### src/nec_ir_pkg.sv
package nec_ir_pkg;

    // frame shape
    localparam int NORMAL_LEN = 34;
    localparam int REPEAT_LEN = 2;
    localparam int ADDR_BITS  = 16;
    localparam int DATA_BITS  = 2 * ADDR_BITS;

    localparam int TICK_W  = 15;
    localparam int TOL_W   = 12;
    localparam int INDEX_W = 3;

    // register indexes
    localparam logic [INDEX_W-1:0] REG_TOLERANCE    = 3'd0;
    localparam logic [INDEX_W-1:0] REG_LEADER_MARK  = 3'd1;
    localparam logic [INDEX_W-1:0] REG_LEADER_SPACE = 3'd2;
    localparam logic [INDEX_W-1:0] REG_REPEAT_SPACE = 3'd3;
    localparam logic [INDEX_W-1:0] REG_BIT_MARK     = 3'd4;
    localparam logic [INDEX_W-1:0] REG_ZERO_SPACE   = 3'd5;
    localparam logic [INDEX_W-1:0] REG_ONE_SPACE    = 3'd6;

    // register reset values
    localparam logic [TOL_W-1:0]  RST_TOLERANCE    = 12'd200;
    localparam logic [TICK_W-1:0] RST_LEADER_MARK  = 15'd9000;
    localparam logic [TICK_W-1:0] RST_LEADER_SPACE = 15'd4500;
    localparam logic [TICK_W-1:0] RST_REPEAT_SPACE = 15'd2250;
    localparam logic [TICK_W-1:0] RST_BIT_MARK     = 15'd560;
    localparam logic [TICK_W-1:0] RST_ZERO_SPACE   = 15'd560;
    localparam logic [TICK_W-1:0] RST_ONE_SPACE    = 15'd1690;

    typedef enum logic [2:0] {
        STATUS_NEW     = 3'd0,
        STATUS_REPEAT  = 3'd1,
        STATUS_TIMING  = 3'd2,
        STATUS_LENGTH  = 3'd3,
        STATUS_ZERO    = 3'd4
    } status_t;

    typedef struct packed {
        logic [TOL_W-1:0]  tolerance;
        logic [TICK_W-1:0] leader_mark;
        logic [TICK_W-1:0] leader_space;
        logic [TICK_W-1:0] repeat_space;
        logic [TICK_W-1:0] bit_mark;
        logic [TICK_W-1:0] zero_space;
        logic [TICK_W-1:0] one_space;
    } cfg_t;

    typedef struct packed {
        logic leader_normal;
        logic leader_repeat;
        logic bit_one;
        logic bit_valid;
    } sym_class_t;

endpackage

### src/nec_ir_cfg_regs.sv
module nec_ir_cfg_regs (
    input  logic                              aclk,
    input  logic                              aresetn,
    input  logic                              cfg_valid,
    output logic                              cfg_ready,
    input  logic [nec_ir_pkg::INDEX_W-1:0]    cfg_index,
    input  logic [nec_ir_pkg::TICK_W-1:0]     cfg_data,
    output nec_ir_pkg::cfg_t                  cfg
);

    nec_ir_pkg::cfg_t cfg_reg;

    assign cfg_ready = 1'b1;
    assign cfg       = cfg_reg;

    // register file, unknown indexes are dropped
    always_ff @(posedge aclk) begin
        if (!aresetn) begin
            cfg_reg.tolerance    <= nec_ir_pkg::RST_TOLERANCE;
            cfg_reg.leader_mark  <= nec_ir_pkg::RST_LEADER_MARK;
            cfg_reg.leader_space <= nec_ir_pkg::RST_LEADER_SPACE;
            cfg_reg.repeat_space <= nec_ir_pkg::RST_REPEAT_SPACE;
            cfg_reg.bit_mark     <= nec_ir_pkg::RST_BIT_MARK;
            cfg_reg.zero_space   <= nec_ir_pkg::RST_ZERO_SPACE;
            cfg_reg.one_space    <= nec_ir_pkg::RST_ONE_SPACE;
        end else if (cfg_valid) begin
            case (cfg_index)
                nec_ir_pkg::REG_TOLERANCE: begin
                    cfg_reg.tolerance <= cfg_data[nec_ir_pkg::TOL_W-1:0];
                end
                nec_ir_pkg::REG_LEADER_MARK:  cfg_reg.leader_mark  <= cfg_data;
                nec_ir_pkg::REG_LEADER_SPACE: cfg_reg.leader_space <= cfg_data;
                nec_ir_pkg::REG_REPEAT_SPACE: cfg_reg.repeat_space <= cfg_data;
                nec_ir_pkg::REG_BIT_MARK:     cfg_reg.bit_mark     <= cfg_data;
                nec_ir_pkg::REG_ZERO_SPACE:   cfg_reg.zero_space   <= cfg_data;
                nec_ir_pkg::REG_ONE_SPACE:    cfg_reg.one_space    <= cfg_data;
                default: ;
            endcase
        end
    end

endmodule

### src/nec_ir_sym_class.sv
module nec_ir_sym_class (
    input  logic [nec_ir_pkg::TICK_W-1:0] mark_ticks,
    input  logic [nec_ir_pkg::TICK_W-1:0] space_ticks,
    input  nec_ir_pkg::cfg_t              cfg,
    output nec_ir_pkg::sym_class_t        cls
);

    // strict window spec-tol < sig < spec+tol, lower side as sig+tol > spec
    function automatic logic near(input logic [nec_ir_pkg::TICK_W-1:0] sig,
                                  input logic [nec_ir_pkg::TICK_W-1:0] spec,
                                  input logic [nec_ir_pkg::TOL_W-1:0]  tol);
        logic [nec_ir_pkg::TICK_W:0] upper;
        logic [nec_ir_pkg::TICK_W:0] sig_up;
        upper  = {1'b0, spec} + {{(nec_ir_pkg::TICK_W + 1 - nec_ir_pkg::TOL_W){1'b0}}, tol};
        sig_up = {1'b0, sig} + {{(nec_ir_pkg::TICK_W + 1 - nec_ir_pkg::TOL_W){1'b0}}, tol};
        return ({1'b0, sig} < upper) && (sig_up > {1'b0, spec});
    endfunction

    logic lead_mark_ok;
    logic bit_mark_ok;
    logic one_ok;
    logic zero_ok;

    // window tests on the symbol
    always_comb begin
        lead_mark_ok      = near(mark_ticks, cfg.leader_mark, cfg.tolerance);
        bit_mark_ok       = near(mark_ticks, cfg.bit_mark, cfg.tolerance);
        one_ok            = bit_mark_ok && near(space_ticks, cfg.one_space, cfg.tolerance);
        zero_ok           = bit_mark_ok && near(space_ticks, cfg.zero_space, cfg.tolerance);
        cls.leader_normal = lead_mark_ok && near(space_ticks, cfg.leader_space, cfg.tolerance);
        cls.leader_repeat = lead_mark_ok && near(space_ticks, cfg.repeat_space, cfg.tolerance);
        cls.bit_one       = one_ok;
        cls.bit_valid     = one_ok || zero_ok;
    end

endmodule

### src/nec_ir_frame_ctrl.sv
module nec_ir_frame_ctrl #(
    parameter int MAX_SYMBOLS = 63
) (
    input  logic                   aclk,
    input  logic                   aresetn,
    input  logic                   advance,
    input  logic                   sym_valid,
    input  logic                   sym_end,
    input  nec_ir_pkg::sym_class_t cls,
    output logic                   out_valid,
    output logic [15:0]            out_address,
    output logic [15:0]            out_command,
    output logic [2:0]             out_status
);

    localparam int CNT_W = $clog2(MAX_SYMBOLS + 1);
    localparam int DW    = nec_ir_pkg::DATA_BITS;
    localparam int AW    = nec_ir_pkg::ADDR_BITS;

    logic [CNT_W-1:0] count_reg, count_next, count_inc;
    logic [DW-1:0]    shift_reg, shift_next, shift_upd;
    logic             lead_n_reg, lead_n_next, lead_n_upd;
    logic             lead_r_reg, lead_r_next, lead_r_upd;
    logic             bits_ok_reg, bits_ok_next, bits_ok_upd;
    logic [AW-1:0]    saved_addr_reg, saved_addr_next;
    logic [AW-1:0]    saved_cmd_reg, saved_cmd_next;
    logic             out_valid_reg, out_valid_next;
    logic [AW-1:0]    out_addr_reg, out_addr_next;
    logic [AW-1:0]    out_cmd_reg, out_cmd_next;
    nec_ir_pkg::status_t out_status_reg, out_status_next;
    logic             step;

    assign step        = advance && sym_valid;
    assign out_valid   = out_valid_reg;
    assign out_address = out_addr_reg;
    assign out_command = out_cmd_reg;
    assign out_status  = out_status_reg;

    // per-symbol update and frame-end evaluation
    always_comb begin
        lead_n_upd  = lead_n_reg;
        lead_r_upd  = lead_r_reg;
        bits_ok_upd = bits_ok_reg;
        shift_upd   = shift_reg;
        if (count_reg == '0) begin
            lead_n_upd = cls.leader_normal;
            lead_r_upd = cls.leader_repeat;
        end else if (count_reg <= CNT_W'(DW)) begin
            shift_upd   = {cls.bit_one, shift_reg[DW-1:1]};
            bits_ok_upd = bits_ok_reg && cls.bit_valid;
        end
        count_inc = (count_reg < CNT_W'(MAX_SYMBOLS)) ? count_reg + 1'b1 : count_reg;

        count_next      = count_reg;
        shift_next      = shift_reg;
        lead_n_next     = lead_n_reg;
        lead_r_next     = lead_r_reg;
        bits_ok_next    = bits_ok_reg;
        saved_addr_next = saved_addr_reg;
        saved_cmd_next  = saved_cmd_reg;
        out_valid_next  = out_valid_reg;
        out_addr_next   = out_addr_reg;
        out_cmd_next    = out_cmd_reg;
        out_status_next = out_status_reg;

        if (advance) begin
            out_valid_next = 1'b0;
        end

        if (step && !sym_end) begin
            count_next   = count_inc;
            shift_next   = shift_upd;
            lead_n_next  = lead_n_upd;
            lead_r_next  = lead_r_upd;
            bits_ok_next = bits_ok_upd;
        end else if (step) begin
            out_valid_next = 1'b1;
            out_addr_next  = saved_addr_reg;
            out_cmd_next   = saved_cmd_reg;
            if (count_inc == CNT_W'(nec_ir_pkg::NORMAL_LEN)) begin
                if (lead_n_upd && bits_ok_upd) begin
                    saved_addr_next = shift_upd[AW-1:0];
                    saved_cmd_next  = shift_upd[DW-1:AW];
                    out_addr_next   = shift_upd[AW-1:0];
                    out_cmd_next    = shift_upd[DW-1:AW];
                    out_status_next = (shift_upd[DW-1:AW] != '0) ?
                                      nec_ir_pkg::STATUS_NEW : nec_ir_pkg::STATUS_ZERO;
                end else begin
                    out_status_next = nec_ir_pkg::STATUS_TIMING;
                end
            end else if (count_inc == CNT_W'(nec_ir_pkg::REPEAT_LEN)) begin
                if (lead_r_upd) begin
                    out_status_next = (saved_cmd_reg != '0) ?
                                      nec_ir_pkg::STATUS_REPEAT : nec_ir_pkg::STATUS_ZERO;
                end else begin
                    out_status_next = nec_ir_pkg::STATUS_TIMING;
                end
            end else begin
                out_status_next = nec_ir_pkg::STATUS_LENGTH;
            end
            // frame state back to idle
            count_next   = '0;
            shift_next   = '0;
            lead_n_next  = 1'b0;
            lead_r_next  = 1'b0;
            bits_ok_next = 1'b1;
        end
    end

    // control and frame state
    always_ff @(posedge aclk) begin
        if (!aresetn) begin
            count_reg      <= '0;
            shift_reg      <= '0;
            lead_n_reg     <= 1'b0;
            lead_r_reg     <= 1'b0;
            bits_ok_reg    <= 1'b1;
            saved_addr_reg <= '0;
            saved_cmd_reg  <= '0;
            out_valid_reg  <= 1'b0;
        end else begin
            count_reg      <= count_next;
            shift_reg      <= shift_next;
            lead_n_reg     <= lead_n_next;
            lead_r_reg     <= lead_r_next;
            bits_ok_reg    <= bits_ok_next;
            saved_addr_reg <= saved_addr_next;
            saved_cmd_reg  <= saved_cmd_next;
            out_valid_reg  <= out_valid_next;
        end
    end

    // result payload
    always_ff @(posedge aclk) begin
        out_addr_reg   <= out_addr_next;
        out_cmd_reg    <= out_cmd_next;
        out_status_reg <= out_status_next;
    end

endmodule

### src/nec_ir_frame_decoder_top.sv
// NEC infrared frame decoder. Each s_ transfer carries one symbol (mark and space
// durations in ticks, tlast on the last symbol of a frame). Every frame end yields
// one m_ transfer with address, command and a status code; other symbols yield
// nothing. One symbol is taken every cycle while the output side does not stall:
// a symbol is captured in the input register, the window compares and the bit
// shifter settle on it, and the result is loaded into the output register when
// the pipeline advances, which raises m_tvalid.
// The input side stalls only while the output register holds a result that
// m_tready has not taken. Timing windows are set through the cfg port; it must
// be written while no frame is in flight, which the block itself does not enforce.
module nec_ir_frame_decoder_top #(
    parameter int MAX_SYMBOLS = 63
) (
    input  logic        aclk,
    input  logic        aresetn,
    // symbol input
    input  logic        s_tvalid,
    output logic        s_tready,
    input  logic [31:0] s_tdata,   // [14:0] mark_ticks, [29:15] space_ticks, [31:30] zero
    input  logic        s_tlast,   // frame_end
    // frame result
    output logic        m_tvalid,
    input  logic        m_tready,
    output logic [31:0] m_tdata,   // [15:0] address_out, [31:16] command_out
    output logic [2:0]  m_tuser,   // [2:0] frame_status
    // register writes
    input  logic        cfg_valid,
    output logic        cfg_ready,
    input  logic [2:0]  cfg_index,
    input  logic [14:0] cfg_data
);

    nec_ir_pkg::cfg_t       cfg;
    nec_ir_pkg::sym_class_t cls;

    logic        in_valid_reg;
    logic [14:0] in_mark_reg;
    logic [14:0] in_space_reg;
    logic        in_end_reg;
    logic        advance;
    logic [15:0] res_address;
    logic [15:0] res_command;

    // pipeline moves whenever the result register is free or being drained
    assign advance  = !m_tvalid || m_tready;
    assign s_tready = advance;
    assign m_tdata  = {res_command, res_address};

    // input register
    always_ff @(posedge aclk) begin
        if (!aresetn) begin
            in_valid_reg <= 1'b0;
        end else if (advance) begin
            in_valid_reg <= s_tvalid;
        end
    end

    always_ff @(posedge aclk) begin
        if (advance && s_tvalid) begin
            in_mark_reg  <= s_tdata[14:0];
            in_space_reg <= s_tdata[29:15];
            in_end_reg   <= s_tlast;
        end
    end

    nec_ir_cfg_regs u_cfg (
        .aclk      (aclk),
        .aresetn   (aresetn),
        .cfg_valid (cfg_valid),
        .cfg_ready (cfg_ready),
        .cfg_index (cfg_index),
        .cfg_data  (cfg_data),
        .cfg       (cfg)
    );

    nec_ir_sym_class u_class (
        .mark_ticks  (in_mark_reg),
        .space_ticks (in_space_reg),
        .cfg         (cfg),
        .cls         (cls)
    );

    nec_ir_frame_ctrl #(
        .MAX_SYMBOLS (MAX_SYMBOLS)
    ) u_ctrl (
        .aclk        (aclk),
        .aresetn     (aresetn),
        .advance     (advance),
        .sym_valid   (in_valid_reg),
        .sym_end     (in_end_reg),
        .cls         (cls),
        .out_valid   (m_tvalid),
        .out_address (res_address),
        .out_command (res_command),
        .out_status  (m_tuser)
    );

endmodule

### config.mk
export PLATFORM = sky130hd
export DESIGN_NAME = nec_ir_frame_decoder_top
export DESIGN_NICKNAME = d
export VERILOG_FILES = /design/src/nec_ir_pkg.sv /design/src/nec_ir_cfg_regs.sv /design/src/nec_ir_sym_class.sv /design/src/nec_ir_frame_ctrl.sv /design/src/nec_ir_frame_decoder_top.sv
export SDC_FILE = /design/constraint.sdc
export NUM_CORES = 1
export LEC_CHECK = 0
export ABC_AREA = 1
export CAP_MARGIN = 10
export CORE_ASPECT_RATIO = 1.5
export CORE_MARGIN = 5
export CORE_UTILIZATION = 60
export DETAILED_ROUTE_END_ITERATION = 8
export DONT_BUFFER_PORTS = 1
export PLACE_DENSITY = 0.76
export SYNTH_ARGS = -nofsm -noshare
export SYNTH_HDL_FRONTEND = slang
export SYNTH_HIERARCHICAL = 1
export SYNTH_SLANG_ARGS = --single-unit
export TNS_END_PERCENT = 5
### constraint.sdc
create_clock -name aclk -period 7.71 [get_ports aclk]
set_input_delay 0.771 -clock aclk [delete_from_list [all_inputs] [get_ports aclk]]
set_output_delay 0.771 -clock aclk [all_outputs]
set_load 0.02 [all_outputs]
# Word-level counts from Yosys, hierarchy flattened
# Index checks and enable logic that the tools add are counted.
[classes] reduce_logical=32 n_eq_ne=8 mux=29 order_cmp=14 n_bitwise=1 addsub=9
[ops] cell="adder 15 x 12 -> 16 bit" n=8
[ops] cell="2-to-1 mux 32 bit" n=4
[ops] cell="greater-than comparator 16 x 15 -> 1 bit" n=6
[ops] cell="< comparator 15 x 16 -> 1 bit" n=6
[ops] cell="2-to-1 mux 16 bit" n=4
[ops] cell="nonzero test 16 bit" n=2
[ops] cell="2-to-1 mux 3 bit" n=6
[ops] cell="2-to-1 mux 6 bit" n=3
[ops] cell="AND reduction 2 bit" n=8
[ops] cell="logical AND 1 bit" n=15
[ops] cell="2-to-1 mux 1 bit" n=12
[ops] cell="== test 3 bit (second input constant)" n=3
[ops] cell="adder 6 x 1 -> 6 bit (second input constant)" n=1
[ops] cell="== test 3 x 2 -> 1 bit (second input constant)" n=2
[ops] cell="== test 6 x 2 -> 1 bit (second input constant)" n=1
[ops] cell="== test 6 bit (second input constant)" n=1
[ops] cell="less-or-equal comparator 6 bit (second input constant)" n=1
[ops] cell="logical NOT 6 bit" n=1
[ops] cell="< comparator 6 bit (second input constant)" n=1
[ops] cell="== test 3 x 1 -> 1 bit (second input constant)" n=1
[ops] cell="logical NOT 3 bit" n=1
[ops] cell="logical NOT 1 bit" n=2
[ops] cell="logical OR 1 bit" n=2
[ops] cell="nonzero test 2 bit" n=1
[ops] cell="NOT 1 bit" n=1
[word_totals] out_inout_bits=38 input_bits=56 wordCells=115 register_bits=243

# Depth between registers and ports, before layout
# Gate-level depths: netlist (run 1).
[logic_depth] ltp_word=11 mapped_depth=28 ltp_nobuf=27

# Hierarchy
# The synthesis (run 1) kept the hierarchy.
[by_module_without_submodules] mod="nec_ir_sym_class" area_each_um2=9113.7 cells_each=1416 instances=1 seq_area_each_um2=0.0
[by_module_without_submodules] mod="nec_ir_frame_ctrl" area_each_um2=5215.0 cells_each=691 instances=1 seq_area_each_um2=2532.4
[by_module_without_submodules] mod="nec_ir_cfg_regs" area_each_um2=3940.0 cells_each=559 instances=1 seq_area_each_um2=2042.0
[by_module_without_submodules] mod="nec_ir_frame_decoder_top" area_each_um2=988.4 cells_each=39 instances=1 seq_area_each_um2=950.9

# Least setup slack after synthesis (run 1)
# OpenSTA, ideal clock, no wires.
[synth_timing] path_kind="reg2reg" startpoint="reg u_cfg.cfg_reg, in the netlist u_cfg/cfg[91]" endpoint="reg u_ctrl.out_addr_reg[0] (netlist: u_ctrl/out_address[0]) (data pin)" arrival_time_ps=3949 setup_time_ps=254 synth_period_minus_slack_ps=4203 n_path_buf=2 setup_slack_ps=3507 path_stages_with_launch=27 required_time_ps=7456 path_cell_list="dfxtp_1 inv_1 fa_1 inv_1 nand3_1 nand2_1 a21oi_1 o31ai_1 xor2_1 ha_1 inv_1 nor3_1 nor3b_1 nand2_1 nand2_1 nand2_1 nand2_1 nand3_1 nor2_1 inv_1 o21ai_2 nand3_1 nor2_4 buf_6 buf_8 nand2_2 o21a_1"
[synth_lines] element="start, declared" line_no="nec_ir_cfg_regs.sv:11" source="nec_ir_pkg::cfg_t cfg_reg;"
[synth_lines] element="end signal, assigned" line_no="nec_ir_frame_ctrl.sv:135" source="out_addr_reg <= out_addr_next;"
[synth_lines] element="end, declared" line_no="nec_ir_frame_ctrl.sv:28" source="logic [AW-1:0] out_addr_reg, out_addr_next;"

==> results.toml, run 1 <==
[run_status]
status = "finished, final reports clean"

[finish]
largest_reg_flops = 102
area_delta_synth_final_pct = 5.94
final_layout_size_suffix_gt1_share_pct = 4.41
antennaDiodeCount = 0
fin_cells = 3108
nets = 3015
fillCellCount = 2835
final_util_pct = 64.3
final_area_um2 = 20400

[critical_path]
critPathRequiredTime_ps = 8010
slowest_stage = "dfxtp_1"
path_buf_inv = 5
worstReg2RegEnd = "u_ctrl/out_command[5]"
slowest_delay_ps = 570
critPathCaptureType = "flip-flop"
reg2reg_setup_slack_ps = 2000
worstReg2RegStart = "u_cfg/cfg[90]"
cp_top_family = "simple AND/OR/NAND/NOR gates"
path_max_fanout = 30
worstSetupStartpointType = "flip-flop"
crit_arrival_ps = 6010
reg2reg_depth = 26
cpMostUsedCell = "nand2_1"
crit_type = "reg -> reg"

[synthesis]
synthesis.nets = 3042
syn_avg_cell_area_um2 = 7.12
ys_types = 50
ys.flop_type = "dfxtp_1"
synth-seq-cells = 243
ys_seq_area_share_pct = 28.7
synth_area_leader_cell = "dfxtp_1"
synthTopCellsByArea = "dfxtp_1 18%, ha_1 18%, nand2_1 13%, edfxtp_1 10%, inv_1 6.7%"
netlist_instances = 2705
netlist_area_um2 = 19300
async_flop_share_pct = 0
synth.top_cell.area_share_pct = 18.4
synth_edf_count = 66
yosys_warnings = 6

[timing]
max_slew.worst_pin.slew_ps = 1160
final.min_clock_period_ps = 5710
max_freq_mhz = 175
clock_skew_ps = 12.6
rsz0062_at_grt = "no"
finalCritPeriodShare_pct = 74.0
fin_setup_tns_ps = 0
hold_violations = 0
slew_headroom_pct = 22.6
final-max-slew-violation-count = 0
setup_viol = 0

[job]
maxCapViolations = 0

[clock_network]
numCtsBuffers = 26
cts_buffer_depth = 3
post_cts_buffers = 0
cts_tree = "yes"
clock-sinks = 243
ctsResizeCount = 0
cts-root-buf = "clkbuf_16"
cts_hold_buf = 0
h-tree-depth = 1
worstSkewPairLatency_ps = 550
clk_pin_slew_ps = 70

[floorplan]
die_w_um = 156
io-pin-count = 94
die-area_um2 = 35900
start_util_pct = 60.7
coreArea_um2 = 31700
die_h_um = 229
fp-row-count = 80

[power_and_ir_drop]
max-vdd-ir-drop_uv = 186
leakagePower_nw = 9.97
p_per_area_nw_per_um2 = 171
total_power_mw = 3.49

[place]
dp_hpwl_mm = 43.5
io_buffers = 0
place.gp.congestion = 0.992
placed_area_um2 = 19500
placed_cells = 3060

[hold_path]
hold_class = "in -> reg"
worstHoldPathCells = 0
holdPathEnd = "in_space_reg[1]"
hold_start = "s_tdata[16]"

[grt]
grt_max_degree = 106
grt_first_pass_wirelength_mm = 86.3
antenna_found_initial = 0
overflow = 0
grt_pass1_vias = 17600
grtUsageTotal_pct = 30.1

[detailed_routing]
routed_via_density = 5.73
vias = 17800
drtIter0Drc = 1024
routed_wl_mm = 55.4
postRouteAntennaNets = 0
drc = 0
dr.pass1.iters = 6
wl_per_cell_um = 17.8
[logic make-up (layout without fill, tap and decap cells)]
family	Yosys count	after routing	share of synthesized area (%)
buffers and inverters	423	416	8.69
AOI/OAI and AO/OA	362	362	10.9
other	1	1	0.0195
xor gates and xnor gates	105	105	4.78
DFF	243	243	28.7
and+or+nand+nor	1290	1290	28.3
adders and majority gates	281	281	18.6
[report_power, final]
part	total, mW	leakage [nW]	internal, mW	switching [mW]
logic	0.813	7.44	0.290	0.523
clock network	1.28	0.416	0.742	0.536
registers	1.40	2.11	1.35	0.0495
total	3.49	9.97	2.38	1.11
[per-layer routing]
layer  vias up  track usage, %  part of all wire [%]  routed length [µm]
li1       8837               -                     -                   -
met1      8227            29.0                    35               19200
met2       522            57.1                    53               29100
met3       217            2.74                   3.6                2020
met4         0            22.9                   9.0                4990
met5         -               0                     0                   0
[final cells by class]
cell class	instances	area [µm²]	area share [%]
clock buffer	39	751	3.68
clock inverter	9	109	0.534
inverter	354	1330	6.51
multi-input combinational	2039	12100	59.2
sequential	243	5530	27.1
tap	410	513	2.51
timing repair buffer	14	105	0.515
[worst max-delay path by stage]
stage / startpoint / end / depth (start not counted)
finish: u_cfg/cfg[90] / u_ctrl/out_command[5] / 26
global route: u_cfg/cfg[90] / u_ctrl/out_command[5] / 26
CTS: u_cfg/cfg[90] / u_ctrl/out_command[5] / 26
detailed placement: u_cfg/cfg[90] / u_ctrl/out_command[5] / 26
global placement: u_cfg/cfg[90] / u_ctrl/out_command[2] / 26
floorplan: u_cfg/cfg[91] / u_ctrl/out_address[0] / 26
[synthesized netlist by cell type, types with 3 or more instances]
| cell type | instances |
|---|---|
| buf_4 | 9 |
| xnor2_1 | 38 |
| a21oi_1 | 166 |
| dfxtp_1 | 177 |
| o22ai_1 | 21 |
| buf_2 | 26 |
| nor3b_1 | 3 |
| inv_2 | 11 |
| nand2_2 | 21 |
| o21ai_0 | 48 |
| a211oi_1 | 3 |
| buf_1 | 6 |
| o31ai_1 | 6 |
| nor3_1 | 31 |
| a31oi_1 | 16 |
| nand3_1 | 237 |
| a21o_1 | 19 |
| nor4_1 | 3 |
| edfxtp_1 | 66 |
| xor2_1 | 67 |
| ha_1 | 273 |
| a21oi_2 | 5 |
| o211ai_1 | 3 |
| a21boi_0 | 3 |
| nor2_1 | 268 |
| fa_1 | 8 |
| nor2_2 | 10 |
| o21a_1 | 39 |
| inv_1 | 343 |
| o21ai_1 | 20 |
| nand3_2 | 4 |
| nand2_1 | 671 |
| clkbuf_1 | 26 |
| nand3b_1 | 3 |
| nand4_1 | 28 |
| o21bai_1 | 5 |
| and3_1 | 3 |
| o21ai_2 | 4 |
[layout by cell type (no fill, tap or decap), types with 6 or more instances in the layout]
| master | count |
|---|---|
| o22ai_1 | 21 |
| nand4_1 | 28 |
| nand2_1 | 671 |
| xor2_1 | 67 |
| clkbuf_1 | 9 |
| inv_1 | 342 |
| dfxtp_1 | 177 |
| fa_1 | 8 |
| nor2_2 | 11 |
| buf_4 | 14 |
| o31ai_1 | 6 |
| a21oi_1 | 166 |
| clkbuf_16 | 27 |
| xnor2_1 | 38 |
| o21ai_0 | 48 |
| edfxtp_1 | 66 |
| o21ai_1 | 20 |
| nand2_2 | 21 |
| nor2_1 | 266 |
| inv_2 | 11 |
| o21a_1 | 39 |
| ha_1 | 273 |
| a21o_1 | 19 |
| nand3_1 | 237 |
| a31oi_1 | 16 |
| nor3_1 | 31 |
[stage by stage]
step           hold slack, ps  worst slack, ps
2_1_floorplan             443             3510
3_3_place_gp              452             2110
3_5_place_dp              455             2040
4_1_cts                   292             2020
5_1_grt                   294             1560
6_report                  309             2000
(Power assumes the default switching activity.)
==> run 2: changes to the inputs <==
clock period = 5.4 ns   (was 7.71 ns; I/O delays follow)
==> results.toml, run 2 (synthesis results as in run 1) <==
[run_status]
status = "finished, final reports clean"

[detailed_routing]
drc = 0
drtIter0Drc = 1007
routed_wl_mm = 56.6
dr.pass1.iters = 6
postRouteAntennaNets = 0
vias = 17900
wl_per_cell_um = 18.1
routed_via_density = 5.72

[grt]
grt_pass1_vias = 17900
antenna_found_initial = 0
gr-usage-met2_pct = 58.3
grtUsageMet1_pct = 29.9
grt_max_degree = 106
busiest_layer = "met2"
overflow = 0
use_met3_pct = 3.32
grtUsageTotal_pct = 30.9
grt_first_pass_wirelength_mm = 88.7

[clock_network]
numCtsBuffers = 26
cts_buffer_depth = 3
h-tree-depth = 1
cts-root-buf = "clkbuf_16"
cts_tree = "yes"
cts_hold_buf = 0
clk_pin_slew_ps = 70
worstSkewPairLatency_ps = 560
clock-sinks = 243

[place]
dp_slack_ps = 374
place.gp.congestion = 0.985
io_buffers = 0
placed_area_um2 = 19700
dp_hpwl_mm = 44.6

[finish]
fillCellCount = 2837
largest_reg_flops = 102
final_area_um2 = 20600
antennaDiodeCount = 0
final_cell_mix = "671 x nand2_1, 342 x inv_1, 273 x ha_1"
final_common_cell = "nand2_1"
area_delta_synth_final_pct = 7.19
final_layout_size_suffix_gt1_share_pct = 5.40
nets = 3039

[timing]
slew_headroom_pct = 26.3
max_freq_mhz = 204
final-max-slew-violation-count = 0
clock_skew_ps = 19.9
finalCritPeriodShare_pct = 90.7
hold_violations = 0
fin_setup_tns_ps = 0
max_slew.worst_pin.slew_ps = 1100
fin_ws_ps = 501
rsz0062_at_grt = "no"
final.min_clock_period_ps = 4900
setup_viol = 0

[floorplan]
io-pin-count = 94
die_h_um = 229
fp-row-count = 80
start_util_pct = 60.7
coreArea_um2 = 31700
die_w_um = 156
die-area_um2 = 35900

[critical_path]
worstSetupStartpointType = "flip-flop"
critPathCaptureType = "flip-flop"
path_max_fanout = 34
crit_arrival_ps = 5390
critPathRequiredTime_ps = 5890
crit_type = "reg -> reg"

[power_and_ir_drop]
total_power_mw = 5.07
max-vdd-ir-drop_uv = 251
p_per_area_nw_per_um2 = 246
leakagePower_nw = 10.1

[job]
maxCapViolations = 0

[hold_path]
hold_class = "in -> reg"
run 2: cell count changes in the layout (fill, tap and decap cells not counted), sizes merged:
cell      change
bufinv        +1
clkbuf        -5
buf          +24
clkinv        +1
inv           +2
clkinvlp      +1
run 2: worst max-delay path: stages (launching register included):
cell	delay [ps]
dfxtp_1	340
buf_4	180
ha_1	200
inv_1	60
fa_1	430
o21ai_1	360
nand4_1	140
nand4_1	240
nand3_1	130
xnor2_1	170
ha_1	300
nand3_1	110
nor3b_1	270
nand4_1	130
nand2_1	80
nand3_1	210
nor2_1	250
inv_1	80
o21ai_2	150
nand3_1	130
nor2_4	210
buf_12	210
inv_4	160
nand2_1	110
nand3_1	80
nand2_1	70
run 2: power breakdown:
part           internal [mW]  switching (mW)
Clock                   1.10           0.788
Combinational          0.431           0.764
Sequential              1.92          0.0614
Total                   3.46            1.61
run 2: final timing paths:
kind                         from                         to  slack (ps)  cells past startpoint
min                    s_tdata[6]             in_mark_reg[6]          70                      0
max reg2reg         u_cfg/cfg[90]  u_ctrl/saved_addr_reg[15]         500                     25
max                 u_cfg/cfg[90]  u_ctrl/saved_addr_reg[15]         500                     25
min reg2reg  u_ctrl/shift_reg[31]       u_ctrl/shift_reg[31]         470                      2
run 2: what timing repair did:
action | CTS | global route
endpoints found under the hold margin | 0 | 0
buffers inserted | 0 | 0
endpoints found under the setup margin | 0 | 32
gates resized for setup | 0 | 3
run 2: per-layer routing:
metal | vias to the layer above | share of wire, %
li1 | 8890 | -
met1 | 8264 | 35
met2 | 537 | 52
met3 | 234 | 4.2
met4 | 0 | 9.2
met5 | - | 0
run 2: final cells by class:
class | count | area (µm²) | share of cell area, %
Clock buffer | 34 | 733 | 3.55
Timing Repair Buffer | 38 | 310 | 1.50
Sequential cell | 243 | 5530 | 26.8
Tap cell | 410 | 513 | 2.49
Inverter | 354 | 1330 | 6.45
Multi-Input combinational cell | 2039 | 12100 | 58.5
Clock inverter | 14 | 155 | 0.752
run 2: metrics by stage:
stage / hold slack, ps / utilization (%) / std cells
2_1_floorplan: 443 / - / 2705
3_3_place_gp: 452 / 62.2 / 3084
3_5_place_dp: 458 / 62.2 / 3084
4_1_cts: 50.4 / 65.0 / 3132
5_1_grt: 54.7 / 65.1 / 3132
6_report: 69.6 / 65.1 / 3132
==> run 3: changes to the inputs <==
==> constraint.sdc (replaced) <==
create_clock -name aclk -period 5.4 [get_ports aclk]
set_input_delay 1.08 -clock aclk [delete_from_list [all_inputs] [get_ports aclk]]
set_output_delay 1.08 -clock aclk [all_outputs]
set_load 0.02 [all_outputs]
==> results.toml, run 3 (synthesis results as in run 1) <==
[run_status]
status = "finished, final reports clean"

[clock_network]
clk_pin_slew_ps = 60
worstSkewPairLatency_ps = 570
h-tree-depth = 1
cts_tree = "yes"
numCtsBuffers = 26
cts_hold_buf = 0
cts-root-buf = "clkbuf_16"
clock-sinks = 243
cts_buffer_depth = 3

[floorplan]
die_w_um = 156
die_h_um = 229
io-pin-count = 94
coreArea_um2 = 31700
fp-row-count = 80
start_util_pct = 60.7
die-area_um2 = 35900

[critical_path]
crit_type = "reg -> reg"
worstReg2RegStart = "in_space_reg[0]"
critPathCaptureType = "flip-flop"
critPathRequiredTime_ps = 5880
reg2reg_setup_slack_ps = 440
reg2reg_depth = 27
worstSetupStartpointType = "flip-flop"
crit_arrival_ps = 5440
path_max_fanout = 38
worstReg2RegEnd = "u_ctrl/saved_addr_reg[4]"

[hold_path]
holdPathEnd = "u_ctrl/shift_reg[27]"
worstHoldPathCells = 2
hold_start = "u_ctrl/shift_reg[27]"
hold_class = "reg -> reg"

[detailed_routing]
postRouteAntennaNets = 0
vias = 17900
drc = 0
drtIter0Drc = 1101
routed_wl_mm = 56.5
routed_via_density = 5.71
wl_per_cell_um = 18.0
dr.pass1.iters = 5

[finish]
largest_reg_flops = 102
area_delta_synth_final_pct = 7.14
antennaDiodeCount = 0
final_layout_size_suffix_gt1_share_pct = 5.54
final_util_pct = 65.0
nets = 3044
final_cell_mix = "671 x nand2_1, 342 x inv_1, 273 x ha_1"
final_area_um2 = 20600
final_common_cell = "nand2_1"

[timing]
final-max-slew-violation-count = 0
rsz0062_at_grt = "no"
clock_skew_ps = 31.3
finalCritPeriodShare_pct = 91.9
final.min_clock_period_ps = 4960
max_slew.worst_pin.slew_ps = 1160
hold_ws_ps = 467
slew_headroom_pct = 22.6
setup_viol = 0
max_freq_mhz = 201
hold_violations = 0
fin_setup_tns_ps = 0

[power_and_ir_drop]
p_per_area_nw_per_um2 = 239
leakagePower_nw = 10.1
max-vdd-ir-drop_uv = 286

[place]
placed_area_um2 = 19800
io_buffers = 0
place.gp.congestion = 0.999
dp_hpwl_mm = 45.0

[grt]
grtUsageTotal_pct = 30.9
grt_pass1_vias = 17800
overflow = 0
grt_max_degree = 106
grt_first_pass_wirelength_mm = 88.2
antenna_found_initial = 0

[job]
maxCapViolations = 0
run 3: changes by cell type in the layout (fill, tap and decap cells not counted), moves of 3 or more:
cell,delta
buf_4,+4
clkinv_4,+4
clkbuf_1,+3
bufinv_16,-3
inv_4,-4
run 3: repair_timing:
action,4_1_cts,5_1_grt
buffers inserted,0,1
resized for setup,0,2
setup endpoints to repair,0,59
run 3: where the power goes:
part,total [mW],internal [mW],switching (mW)
sequential,1.99,1.92,0.0646
clock,1.75,0.990,0.762
combinational,1.19,0.428,0.762
total,4.93,3.34,1.59
run 3: worst max-delay path, cell delays in order, from the launching register on:
cell and delay [ps]:
edfxtp_1 420, ha_1 220, inv_1 60, fa_1 410
inv_1 130, nand3_1 80, nand2_1 120, a21oi_1 180
o31ai_2 300, xor2_1 100, buf_4 170, buf_4 160
ha_1 280, nand3_1 110, nor3_1 490, nand4_1 160
a21oi_1 190, nand3_1 90, nand2_1 70, nand3b_1 140
nand3_1 140, nor2_4 160, buf_12 210, inv_2 90
buf_12 160, nand2_1 70, nand3_1 80, nand2_1 70
run 3: area by class of cell:
type	instances	area, µm²
clock buffers	39	772
flip-flops and latches	243	5530
fillers	2850	11100
clock inverters	8	57.6
well taps	410	513
multi-input cells	2039	12100
repair buffers	43	360
inverters	354	1330
run 3: how the worst max path moves through the flow:
stage                     from                  endpoint  slack, ps  depth (start not counted)
4_1_cts          u_cfg/cfg[90]  u_ctrl/saved_addr_reg[4]        310                         30
6_report       in_space_reg[0]  u_ctrl/saved_addr_reg[4]        440                         27
2_1_floorplan    u_cfg/cfg[91]     u_ctrl/out_address[0]       1200                         26
3_3_place_gp     u_cfg/cfg[90]     u_ctrl/out_command[5]        370                         27
3_5_place_dp     u_cfg/cfg[90]     u_ctrl/out_command[4]        360                         27
5_1_grt        in_space_reg[0]     u_ctrl/out_command[5]         40                         28
run 3: metrics by stage:
step | worst slack, ps | cells | total power, mW
detailed placement | 359 | 3088 | 3.20
finish | 437 | 3136 | 4.93
global placement | 371 | 3088 | 3.16
global route | 38.7 | 3136 | 5.20
floorplan | 1200 | 2705 | 2.87
CTS | 313 | 3135 | 4.95
run 3: routing by layer:
layer	vias up	global-route usage (%)	wire length, µm
met5	-	0	0
met4	0	24.7	5460
met1	8170	30.7	19700
met3	250	3.12	2360
li1	8897	-	-
met2	574	57.1	29100
